<file path="config.mk">
export PLATFORM = sky130hd
export DESIGN_NAME = area_average_line_downsampler
export DESIGN_NICKNAME = d
export VERILOG_FILES = /design/src/design/aald_pkg.sv /design/src/design/area_average_line_downsampler.sv /design/src/design/aald_front.sv /design/src/design/aald_queue.sv /design/src/design/aald_back.sv
export SDC_FILE = /design/constraint.sdc
export NUM_CORES = 2
export LEC_CHECK = 0
export ABC_AREA = 1
export ABC_CLOCK_PERIOD_IN_PS = 7200
export BUFFER_PORTS_ARGS = -buffer_cell sky130_fd_sc_hd__buf_2
export CAP_MARGIN = 20
export CORE_UTILIZATION = 35
export DETAILED_ROUTE_END_ITERATION = 10
export GPL_TIMING_DRIVEN = 0
export PLACE_DENSITY = 0.51
export SYNTH_ARGS = -nofsm -noshare
export SYNTH_HDL_FRONTEND = slang
export SYNTH_SLANG_ARGS = --single-unit
</file>
<file path="constraint.sdc">
create_clock -name clk -period 7.2 [get_ports clk]
set_input_delay 0.36 -clock clk [delete_from_list [all_inputs] [get_ports clk]]
set_output_delay 0.36 -clock clk [all_outputs]
set_load 0.005 [all_outputs]
</file>
<file path="src/design/aald_pkg.sv">
// ----------------------------------------------------------------------------
// aald_pkg
// Shared types, constants and helpers of the area-average line downsampler.
// ----------------------------------------------------------------------------
package aald_pkg;

  localparam int SAMPLE_W      = 16;
  localparam int FRAC_BITS_DEF = 16;
  localparam int MAX_LINE_DEF  = 4096;

  localparam int RATIO_W  = 17;
  localparam int INV_W    = 16;
  localparam int DCOUNT_W = 13;

  localparam int ADDR_W = 4;
  localparam int DATA_W = 32;

  localparam int QUEUE_DEPTH = 2;

  localparam logic [RATIO_W-1:0]  RATIO_RESET  = 17'd98304;
  localparam logic [INV_W-1:0]    INV_RESET    = 16'd43691;
  localparam logic [DCOUNT_W-1:0] DCOUNT_RESET = 13'd640;

  typedef enum logic [1:0] {
    REG_RATIO = 2'd0,
    REG_INV   = 2'd1,
    REG_COUNT = 2'd2
  } reg_idx_t;

  typedef enum logic [1:0] {
    FR_IDLE = 2'd0,
    FR_MUL  = 2'd1,
    FR_ACC  = 2'd2
  } front_state_t;

  typedef struct packed {
    logic signed [SAMPLE_W-1:0] sample;
    logic                       first_of_line;
  } in_item_t;

  typedef struct packed {
    logic signed [SAMPLE_W-1:0] value;
    logic                       last_of_line;
  } out_item_t;

  // Convert a Q1.16 ratio to frac fraction bits (truncating) and clamp it to
  // the open interval (1, 2).
  function automatic logic [31:0] ratio_eff(input logic [RATIO_W-1:0] r, input int frac);
    logic [63:0] conv;
    logic [63:0] lo;
    logic [63:0] hi;
    conv = (64'(r) << frac) >> 16;
    lo   = (64'd1 << frac) + 64'd1;
    hi   = (64'd2 << frac) - 64'd1;
    if (conv < lo) begin
      conv = lo;
    end else if (conv > hi) begin
      conv = hi;
    end
    return conv[31:0];
  endfunction

endpackage

</file>
<file path="src/design/area_average_line_downsampler.sv">
// ----------------------------------------------------------------------------
// area_average_line_downsampler
// Area-averaging scan line shrinker for ratios between 1 and 2.
// ----------------------------------------------------------------------------
// Usage: each accepted sample passes the front sequencer's accept and area
// update states, plus an accumulate state when an output boundary falls
// inside it (that state adds the split product into the sum and hands it to
// the queue). The input rate is set by that sequencer and its single
// multiplier: a new sample is taken only once the last one is through, and
// the input waits longer only while the queue is full. Finished sums wait in
// a two-entry queue, then pass a two-stage normalizer (partial products,
// rounding add) into the saturating output register. The input side keeps
// working while a result waits on the output, until the queue fills.
// Samples after dest_count outputs of a line produce nothing until
// first_of_line. Configure through the APB port only while the block is
// idle: ratio_q at 0x0, inv_ratio_q at 0x4, dest_count at 0x8.
// ----------------------------------------------------------------------------
module area_average_line_downsampler import aald_pkg::*; #(
  parameter int FRAC_BITS = FRAC_BITS_DEF,
  parameter int MAX_LINE  = MAX_LINE_DEF
) (
  input  logic              clk,
  input  logic              rst,
  input  logic              psel,
  input  logic              penable,
  input  logic              pwrite,
  input  logic [ADDR_W-1:0] paddr,
  input  logic [DATA_W-1:0] pwdata,
  output logic [DATA_W-1:0] prdata,
  output logic              pready,
  input  logic              in_valid,
  output logic              in_ready,
  input  in_item_t          in_item,
  output logic              out_valid,
  input  logic              out_ready,
  output out_item_t         out_item
);

  localparam int ACC_W  = SAMPLE_W + FRAC_BITS + 2;
  localparam int CNT_W  = $clog2(MAX_LINE + 1);
  localparam int DIST_W = FRAC_BITS + 1;

  // configuration registers
  logic [RATIO_W-1:0]  ratio_q;
  logic [INV_W-1:0]    inv_ratio_q;
  logic [DCOUNT_W-1:0] dest_count;

  reg_idx_t            reg_idx;
  logic                wr_en;
  logic [31:0]         ratio_conv;
  logic [DIST_W-1:0]   eff_ratio;
  logic [CNT_W-1:0]    eff_count;

  // front to queue
  logic                push_valid;
  logic                push_ready;
  logic signed [ACC_W-1:0] push_acc;
  logic                push_last;

  // queue to back
  logic                pop_valid;
  logic                pop_ready;
  logic [ACC_W:0]      pop_data;

  assign pready  = 1'b1;
  assign reg_idx = reg_idx_t'(paddr[ADDR_W-1:2]);
  assign wr_en   = psel && penable && pwrite;

  always_ff @(posedge clk) begin
    if (rst) begin
      ratio_q     <= RATIO_RESET;
      inv_ratio_q <= INV_RESET;
      dest_count  <= DCOUNT_RESET;
    end else if (wr_en) begin
      unique case (reg_idx)
        REG_RATIO: ratio_q     <= pwdata[RATIO_W-1:0];
        REG_INV:   inv_ratio_q <= pwdata[INV_W-1:0];
        REG_COUNT: dest_count  <= pwdata[DCOUNT_W-1:0];
        default:   ;
      endcase
    end
  end

  always_comb begin
    unique case (reg_idx)
      REG_RATIO: prdata = DATA_W'(ratio_q);
      REG_INV:   prdata = DATA_W'(inv_ratio_q);
      REG_COUNT: prdata = DATA_W'(dest_count);
      default:   prdata = '0;
    endcase
  end

  // Bring the ratio to the internal fraction width and clamp it so that at
  // most one boundary lands in any sample; cap the line length.
  assign ratio_conv = ratio_eff(ratio_q, FRAC_BITS);
  assign eff_ratio  = ratio_conv[DIST_W-1:0];
  assign eff_count  = (32'(dest_count) > 32'(MAX_LINE)) ? CNT_W'(MAX_LINE)
                                                        : CNT_W'(dest_count);

  aald_front #(
    .FRAC_BITS (FRAC_BITS),
    .CNT_W     (CNT_W)
  ) u_front (
    .clk        (clk),
    .rst        (rst),
    .in_valid   (in_valid),
    .in_ready   (in_ready),
    .in_item    (in_item),
    .eff_ratio  (eff_ratio),
    .eff_count  (eff_count),
    .push_valid (push_valid),
    .push_ready (push_ready),
    .push_acc   (push_acc),
    .push_last  (push_last)
  );

  // hold each finished sum with its end-of-line flag on top
  aald_queue #(
    .WIDTH (ACC_W + 1),
    .DEPTH (QUEUE_DEPTH)
  ) u_queue (
    .clk        (clk),
    .rst        (rst),
    .push_valid (push_valid),
    .push_ready (push_ready),
    .push_data  ({push_last, push_acc}),
    .pop_valid  (pop_valid),
    .pop_ready  (pop_ready),
    .pop_data   (pop_data)
  );

  aald_back #(
    .FRAC_BITS (FRAC_BITS)
  ) u_back (
    .clk       (clk),
    .rst       (rst),
    .in_valid  (pop_valid),
    .in_ready  (pop_ready),
    .acc       ($signed(pop_data[ACC_W-1:0])),
    .last      (pop_data[ACC_W]),
    .inv_ratio (inv_ratio_q),
    .out_valid (out_valid),
    .out_ready (out_ready),
    .out_item  (out_item)
  );

`ifndef NO_ASSERTIONS
  a_clamped_ratio: assert property (@(posedge clk) disable iff (rst)
    eff_ratio > (DIST_W'(1) << FRAC_BITS))
    else $error("effective ratio not above one");
`endif

endmodule

</file>
<file path="src/design/aald_front.sv">
// ----------------------------------------------------------------------------
// aald_front
// Accepts samples, tracks the output boundary and accumulates weighted area;
// hands each finished sum to the queue.
// ----------------------------------------------------------------------------
module aald_front import aald_pkg::*; #(
  parameter int FRAC_BITS = FRAC_BITS_DEF,
  parameter int CNT_W     = 13
) (
  input  logic                                clk,
  input  logic                                rst,
  input  logic                                in_valid,
  output logic                                in_ready,
  input  in_item_t                            in_item,
  input  logic [FRAC_BITS:0]                  eff_ratio,
  input  logic [CNT_W-1:0]                    eff_count,
  output logic                                push_valid,
  input  logic                                push_ready,
  output logic signed [SAMPLE_W+FRAC_BITS+1:0] push_acc,
  output logic                                push_last
);

  localparam int ACC_W  = SAMPLE_W + FRAC_BITS + 2;
  localparam int DIST_W = FRAC_BITS + 1;
  localparam logic [DIST_W-1:0] ONE        = DIST_W'(1) << FRAC_BITS;
  localparam logic [31:0]       DIST_RST32 = ratio_eff(RATIO_RESET, FRAC_BITS);
  localparam logic [DIST_W-1:0] DIST_RESET = DIST_RST32[DIST_W-1:0];

  front_state_t             state;
  front_state_t             state_next;
  logic signed [SAMPLE_W-1:0] sample_r;
  logic [DIST_W-1:0]        bnd_dist;
  logic signed [ACC_W-1:0]  ws;
  logic signed [ACC_W-1:0]  prod;
  logic [CNT_W-1:0]         done;
  logic [CNT_W-1:0]         done_inc;
  logic signed [ACC_W-1:0]  s_full;
  logic [DIST_W:0]          reload_wide;
  logic [DIST_W-1:0]        dist_reload;

  // sample times one full unit of length
  assign s_full      = {{(ACC_W-SAMPLE_W-FRAC_BITS){sample_r[SAMPLE_W-1]}}, sample_r,
                        {FRAC_BITS{1'b0}}};
  assign done_inc    = done + CNT_W'(1);
  assign reload_wide = {1'b0, eff_ratio} + {1'b0, bnd_dist} - {1'b0, ONE};
  assign dist_reload = reload_wide[DIST_W-1:0];

  assign push_acc  = ws + prod;
  assign push_last = (done_inc == eff_count);

  always_comb begin
    state_next = state;
    unique case (state)
      FR_IDLE: begin
        if (in_valid) state_next = FR_MUL;
      end
      FR_MUL: begin
        if (done < eff_count && bnd_dist <= ONE) state_next = FR_ACC;
        else state_next = FR_IDLE;
      end
      FR_ACC: begin
        if (push_ready) state_next = FR_IDLE;
      end
      default: state_next = FR_IDLE;
    endcase
  end

  always_comb begin
    in_ready   = 1'b0;
    push_valid = 1'b0;
    unique case (state)
      FR_IDLE: in_ready   = 1'b1;
      FR_MUL:  ;
      FR_ACC:  push_valid = 1'b1;
      default: ;
    endcase
  end

  always_ff @(posedge clk) begin
    if (rst) begin
      state    <= FR_IDLE;
      bnd_dist <= DIST_RESET;
      ws       <= '0;
      done     <= '0;
    end else begin
      state <= state_next;
      unique case (state)
        FR_IDLE: begin
          if (in_valid) begin
            sample_r <= in_item.sample;
            if (in_item.first_of_line) begin
              bnd_dist <= eff_ratio;
              ws       <= '0;
              done     <= '0;
            end
          end
        end
        FR_MUL: begin
          if (done < eff_count) begin
            if (bnd_dist > ONE) begin
              ws       <= ws + s_full;
              bnd_dist <= bnd_dist - ONE;
            end else begin
              prod <= sample_r * $signed({1'b0, bnd_dist});
            end
          end
        end
        FR_ACC: begin
          if (push_ready) begin
            // the part of the sample past the boundary opens the next sum
            ws       <= s_full - prod;
            bnd_dist <= dist_reload;
            done     <= done_inc;
          end
        end
        default: ;
      endcase
    end
  end

`ifndef NO_ASSERTIONS
  a_dist_nonzero: assert property (@(posedge clk) disable iff (rst) bnd_dist != '0)
    else $error("boundary distance reached zero");

  a_line_start: assert property (@(posedge clk) disable iff (rst)
    (state == FR_IDLE && in_valid && in_item.first_of_line) |=> (done == '0 && ws == '0))
    else $error("line start did not clear the accumulator");
`endif

endmodule

</file>
<file path="src/design/aald_queue.sv">
// ----------------------------------------------------------------------------
// aald_queue
// Short FIFO of finished sums between the front and the back.
// ----------------------------------------------------------------------------
module aald_queue import aald_pkg::*; #(
  parameter int WIDTH = 35,
  parameter int DEPTH = QUEUE_DEPTH
) (
  input  logic             clk,
  input  logic             rst,
  input  logic             push_valid,
  output logic             push_ready,
  input  logic [WIDTH-1:0] push_data,
  output logic             pop_valid,
  input  logic             pop_ready,
  output logic [WIDTH-1:0] pop_data
);

  localparam int PTR_W = (DEPTH > 1) ? $clog2(DEPTH) : 1;
  localparam int CNT_W = $clog2(DEPTH + 1);

  logic [WIDTH-1:0] slots [DEPTH];
  logic [PTR_W-1:0] wr_ptr;
  logic [PTR_W-1:0] rd_ptr;
  logic [CNT_W-1:0] cnt;
  logic             do_push;
  logic             do_pop;

  assign push_ready = (cnt != CNT_W'(DEPTH));
  assign pop_valid  = (cnt != '0);
  assign pop_data   = slots[rd_ptr];
  assign do_push    = push_valid && push_ready;
  assign do_pop     = pop_valid && pop_ready;

  always_ff @(posedge clk) begin
    if (do_push) slots[wr_ptr] <= push_data;
  end

  always_ff @(posedge clk) begin
    if (rst) begin
      wr_ptr <= '0;
      rd_ptr <= '0;
      cnt    <= '0;
    end else begin
      if (do_push) begin
        wr_ptr <= (wr_ptr == PTR_W'(DEPTH - 1)) ? '0 : wr_ptr + PTR_W'(1);
      end
      if (do_pop) begin
        rd_ptr <= (rd_ptr == PTR_W'(DEPTH - 1)) ? '0 : rd_ptr + PTR_W'(1);
      end
      if (do_push && !do_pop) cnt <= cnt + CNT_W'(1);
      else if (do_pop && !do_push) cnt <= cnt - CNT_W'(1);
    end
  end

`ifndef NO_ASSERTIONS
  a_cnt_bound: assert property (@(posedge clk) disable iff (rst) cnt <= CNT_W'(DEPTH))
    else $error("queue fill count beyond depth");
`endif

endmodule

</file>
<file path="src/design/aald_back.sv">
// ----------------------------------------------------------------------------
// aald_back
// Normalizes each sum by the reciprocal ratio, rounds, saturates and holds
// the result for the output channel.
// ----------------------------------------------------------------------------
module aald_back import aald_pkg::*; #(
  parameter int FRAC_BITS = FRAC_BITS_DEF
) (
  input  logic                                clk,
  input  logic                                rst,
  input  logic                                in_valid,
  output logic                                in_ready,
  input  logic signed [SAMPLE_W+FRAC_BITS+1:0] acc,
  input  logic                                last,
  input  logic [INV_W-1:0]                    inv_ratio,
  output logic                                out_valid,
  input  logic                                out_ready,
  output out_item_t                           out_item
);

  localparam int ACC_W = SAMPLE_W + FRAC_BITS + 2;
  localparam int PHI_W = ACC_W + 1;
  localparam int PLO_W = 2 * INV_W;
  localparam int TOT_W = ACC_W + INV_W + 1;
  localparam int RES_W = TOT_W - FRAC_BITS - INV_W;
  localparam logic [TOT_W-1:0] HALF = {{(TOT_W-1){1'b0}}, 1'b1} << (FRAC_BITS + INV_W - 1);
  localparam logic signed [RES_W-1:0] SAT_MAX =
    RES_W'((64'd1 << (SAMPLE_W - 1)) - 64'd1);
  localparam logic signed [RES_W-1:0] SAT_MIN = ~SAT_MAX;

  logic                     advance;
  logic                     s1_valid;
  logic signed [PHI_W-1:0]  p_hi;
  logic [PLO_W-1:0]         p_lo;
  logic                     s1_last;
  logic                     s2_valid;
  logic signed [RES_W-1:0]  res;
  logic                     s2_last;
  logic [TOT_W-1:0]         tot;

  assign advance  = !out_valid || out_ready;
  assign in_ready = advance;

  // partial products recombined, plus half an LSB for rounding
  assign tot = {p_hi, {INV_W{1'b0}}} + TOT_W'(p_lo) + HALF;

  always_ff @(posedge clk) begin
    if (rst) begin
      s1_valid  <= 1'b0;
      s2_valid  <= 1'b0;
      out_valid <= 1'b0;
    end else if (advance) begin
      s1_valid  <= in_valid;
      s2_valid  <= s1_valid;
      out_valid <= s2_valid;
    end
  end

  always_ff @(posedge clk) begin
    if (advance) begin
      p_hi    <= $signed(acc[ACC_W-1:INV_W]) * $signed({1'b0, inv_ratio});
      p_lo    <= acc[INV_W-1:0] * inv_ratio;
      s1_last <= last;
      res     <= $signed(tot[TOT_W-1:FRAC_BITS+INV_W]);
      s2_last <= s1_last;
      if (res > SAT_MAX) out_item.value <= SAT_MAX[SAMPLE_W-1:0];
      else if (res < SAT_MIN) out_item.value <= SAT_MIN[SAMPLE_W-1:0];
      else out_item.value <= res[SAMPLE_W-1:0];
      out_item.last_of_line <= s2_last;
    end
  end

`ifndef NO_ASSERTIONS
  a_s1_to_s2: assert property (@(posedge clk) disable iff (rst)
    (advance && s1_valid) |=> s2_valid)
    else $error("normalize stage dropped an item");

  a_hold: assert property (@(posedge clk) disable iff (rst)
    (!advance && s2_valid) |=> s2_valid)
    else $error("stalled pipeline lost an item");
`endif

endmodule

</file>
## Word-level counts from Yosys, hierarchy flattened

Memory sizes are Yosys's and may differ from the RTL's. A register that Yosys moved wholly into a read port is not among the register bits.
Index checks and enable logic that the tools add are counted.

- Output and inout bits: 52
- Flip-flop bits (word level): 274
- Input bits: 60
- Memory bits (writable): 70
- Memories kept: 1
- Logic and storage cells: 120

Memories:

| memory | words | bits a word | read ports | clocked after Yosys merged registers in | write ports | line | text |
|---|---|---|---|---|---|---|---|
| u_queue.slots | 2 | 35 | 1 | 1 | 1 | aald_queue.sv:22 | `logic [WIDTH-1:0] slots [DEPTH];` |

- Bitwise gates (word level): 2
- $add $sub $neg: 13
- Multiply operators: 3
- Order comparisons: 8
- Equal/unequal tests: 11
- Multiplexer cells: 35
- Reductions and logical operators: 25

Operators with widths:

| kind | count |
|---|---|
| $mux 34 | 5 |
| $mux 17 | 7 |
| $pmux 17 s3 | 2 |
| $pmux 34 s3 | 1 |
| $mux 13 | 4 |
| $add 51x32->51 | 1 |
| $add 51x32->51 const B | 1 |
| $mul 18x17->35 | 1 |
| $add 34x32->34 | 1 |
| $add 34x34->34 | 1 |
| $gt 17x17->1 const B | 2 |
| $mul 16x18->34 | 1 |
| $sub 17x17->17 const B | 2 |
| $sub 32x34->34 | 1 |
| $mul 16x16->32 | 1 |
| $pmux 13 s2 | 1 |
| $gt 19x16->1 const B | 1 |
| $lt 19x16->1 const B | 1 |
| $add 17x17->17 | 1 |
| $le 17x17->1 const B | 1 |
| $lt 17x17->1 const B | 1 |
| $mux 16 | 1 |
| $add 13x1->13 const B | 1 |
| $eq 13x13->1 | 1 |
| other kinds (23) | 57 |

## Depth between registers and ports, before layout

- Depth after elaboration: 7
- Mapped depth: 32
- Gate-level depth less buffers: 29

## By module

A second synthesis with hierarchy kept.

- Cells, all modules: 6789
- Area total of the unflattened synthesis: 51308.0 µm²

By module, submodules not included:

| module | instances | cells an instance | sequential area each (µm²) | area each (µm²) |
|---|---|---|---|---|
| aald_back | 1 | 3437 | 2732.6 | 25804.7 |
| aald_front | 1 | 2857 | 2822.7 | 20214.4 |
| aald_queue | 1 | 146 | 2202.1 | 2919.0 |
| area_average_line_downsampler | 1 | 349 | 920.9 | 2369.8 |

## Worst setup path after synthesis

Ideal clock, no wire load.

- Path type: register to register
- Start point: register with a tool-made name
- End point: register u_back.p_hi[34] (data pin)
- Path slack: 0.828 ns
- Cell stages (with the launch flop): 28
- Period minus slack after synthesis: 6.372 ns
- Library setup time: 0.263 ns
- Data arrival time: 6.109 ns
- Data required time: 6.937 ns
- Buffers on the path: 3
- Cells stage by stage: dfxtp_1 -> buf_4 -> inv_1 -> clkbuf_1 -> or2_2 -> nand2_1 -> buf_2 -> nor2_1 -> inv_1 -> fa_1 -> inv_1 -> fa_1 -> fa_1 -> inv_1 -> fa_1 -> inv_1 -> fa_1 -> inv_1 -> fa_1 -> inv_1 -> ha_1 -> a21oi_1 -> o21bai_1 -> a21oi_1 -> o21ai_0 -> a21oi_1 -> nand2_1 -> xor2_1

RTL lines:

| item | line | text |
|---|---|---|
| end signal, assigned | aald_back.sv:61 | `p_hi <= $signed(acc[ACC_W-1:INV_W]) * $signed({1'b0, inv_ratio});` |
| end, declared | aald_back.sv:33 | `logic signed [PHI_W-1:0] p_hi;` |

## Worst setup path in the final report

- Start point: register inv_ratio_q[5]
- End point: register u_back.p_lo[28] (data pin)

- Longest elaborated chain between the ends: 1

RTL lines:

| item | line | text |
|---|---|---|
| start, declared | area_average_line_downsampler.sv:45 | `logic [INV_W-1:0] inv_ratio_q;` |
| start signal, assigned | area_average_line_downsampler.sv:77 | `REG_INV: inv_ratio_q <= pwdata[INV_W-1:0];` |
| $mul 16x16->32 | aald_back.sv:62 | `p_lo <= acc[INV_W-1:0] * inv_ratio;` |
| end signal, assigned | aald_back.sv:62 |  |
| end, declared | aald_back.sv:34 | `logic [PLO_W-1:0] p_lo;` |

No other way between the ends.
A chain may end at the register's enable or synchronous reset.

==> flow_summary.ini <==
[global_route]
grt_max_degree = 49
met3_usage_pct = 3.13
gr-total-overflow = 0
grt_pass1_vias = 42308
grt_use_met1_pct = 33.4
grt_pass1_wl_um = 262000
antenna_found_initial = 8
grt_use_total_pct = 24.6
met2_usage_pct = 40.5
grt.busiest_layer = met2

[flow_run]
cap_violations = 0

[die]
core_sq_um = 140000
start_util_pct = 35.3
core.rowCount = 137
die_area_sq_um = 143000
die-height_um = 378
io_pins = 112
fp.dieW_um = 378

[timing]
period_needed_ns = 6.97
rsz0062_at_grt = false
hold_viol_final = 0
maxSlewViolCount = 0
fin_crit_sh_pct = 96.8
setup_viol = 0
setup_tns_ns = 0
timing.slew.headroom_pct = 21.9
fmax_mhz = 144
tightestPinTransition_ns = 1.17
fin_skew_ns = 0.0461

[worst_setup_path]
critPathArrivalTime_ns = 7.32
crit_path_end_kind = flip-flop
crit_type = flip-flop to flip-flop
critical_path_required_ns = 7.56
cp_max_fo = 10
ff2ff_setup_slack_ns = 0.23
start_kind = flip-flop

[cells_and_area]
drive_gt1_share_pct = 6.13
syn_to_final_growth_pct = 10.0
fin_nets = 7725
finalNonFillerCells = 8418
stdcell_area_sq_um = 54300

[cts]
cts.sinks = 329
clock_latency_ns = 0.63
cts_tree = done
cts_max_path_buffers = 3
cts-root-buf = clkbuf_16
htreeDepth = 2
cts_made_buffers = 41
clk_pin_slew_ns = 0.06

[synth]
synth_seq_cells = 329
synthTopCellsByCount = nand2_1, inv_1, fa_1, nor2_1, ha_1
syn_avg_cell_area_sq_um = 7.80
synthFlopType = edfxtp_1
ys_types = 52
yosysTopAreaCell = fa_1
synth-edff-count = 209
ys.warnings.count = 0
syn_area_sq_um = 49400
syn_inst = 6328
ys_seq_area_share_pct = 17.6
ys_async_sr_fraction_pct = 0
synth.most_common_cell = nand2_1
synth_top_area_share_pct = 28.3
synth_area_leaders = fa_1, edfxtp_1, ha_1

[detailed_routing]
via_per_inst = 4.96
antenna_left = 0
drc = 0
wl_um = 173000
drt_iter0_drc = 3184
drtPass1Iterations = 6
vias = 41755
wl_per_cell_um = 20.6

[place]
dp_hpwl_um = 145000
post-place-cells = 8301
place.port_buffers = 77
place_area_sq_um = 52300
place_congestion = 0.953

[worst_hold_path]
hold_class = input port to flip-flop

[run_status]
status = finished, final reports clean
==> placed cells by master, fill, tap and decap left out, types with 18 or more instances in the layout <==
master     instances
edfxtp_1         209
nor3_1            45
o21ai_0          196
nand3b_1          26
a21oi_1          312
or2_2             68
o211ai_1          18
xor2_1            94
clkbuf_1         138
dfxtp_1          120
nand2_1         1447
buf_4             43
fa_1             693
nand2_2           19
ha_1             458
clkbuf_16         43
a31oi_1           30
buf_2            104
nand4_1           37
inv_1           1378
nand3_1          184
a21o_1            27
o21bai_1          20
nor2_1           563
xnor2_1           35
==> final cells by class <==
class | instances | area (sq um)
Inverter | 1411 | 5350
Sequential cell | 329 | 8680
Antenna cell | 4 | 10.0
Multi-Input combinational cell | 4400 | 34700
Timing Repair Buffer | 125 | 875
Fill cell | 14686 | 85400
Clock buffer | 59 | 1170
Buffer | 197 | 927
Clock inverter | 17 | 243
Tap cell | 1876 | 2350
==> through the flow <==
stage               setup slack (ns)  hold slack (ns)  util (%)
floorplan                      0.828            0.400         -
global placement              -0.538            0.407      37.3
detailed placement            -0.529            0.405      37.4
CTS                           0.0115           0.0220      38.6
global route                 0.00161           0.0485      38.9
finish                         0.233           0.0516      38.9
==> worst paths after layout <==
| path | cells after the start | endpoint | from |
|---|---|---|---|
| hold reg to reg | 0 | u_back.s2_last | u_back.s1_last |
| hold / removal | 3 | dest_count[2] | pwdata[2] |
| setup reg to reg | 24 | u_back.p_lo[28] | inv_ratio_q[5] |
| setup / recovery | 24 | u_back.p_lo[28] | inv_ratio_q[5] |
==> flip-flops by register name, summed over array words and instances (netlist names), 17 cells and up, named ones only <==
| signal | count |
|---|---|
| u_back.res | 19 |
| u_back.p_hi | 35 |
| ratio_q | 17 |
| u_front.prod | 34 |
| u_queue.slots | 70 |
| u_back.out_item | 17 |
| u_front.ws | 34 |
| u_front.bnd_dist | 17 |
==> timing repair <==
action | CTS | global route
gates resized for setup | 39 | 76
endpoints found under the hold margin | 16 | 0
endpoints found under the setup margin | 33 | 30
hold buffers | 16 | 0
setup buffers | 2 | 21
pin swaps | 2 | 4
==> metal layers <==
layer / vias up / routed length (um)
met1: 20548 / 77700
met4: 2 / 6520
met2: 1248 / 79300
li1: 19675 / -
met5: - / 11
met3: 282 / 9930
==> critical path, stage by stage (launching register included) <==
cell      delay, ns
dfxtp_1        0.44
inv_1          0.40
clkbuf_1       0.81
nor2_1         0.16
fa_1           0.54
inv_1          0.05
fa_1           0.52
inv_1          0.08
fa_1           0.52
fa_1           0.46
fa_1           0.55
inv_1          0.06
fa_1           0.54
inv_1          0.05
ha_1           0.39
nand2_1        0.13
nor2_1         0.17
inv_1          0.10
nor2_1         0.14
nand2_1        0.07
o211ai_1       0.18
buf_4          0.16
nand2_1        0.07
nand3_1        0.07
nand2_1        0.07
==> logic make-up (layout without fill, tap and decap cells) <==
family	Yosys count	in the layout	synth area share [%]
AOI/OAI and AO/OA	670	670	7.52
DFF	329	329	17.6
other	2	20	0.0152
and+or+nand+nor	2423	2423	20.0
buffers and inverters	1613	1809	12.6
adders and majority gates	1160	1160	40.0
xor gates and xnor gates	131	131	2.32
Power is not shown: default switching activity piles up to over one toggle a cycle in this logic, so the estimate is an artifact.
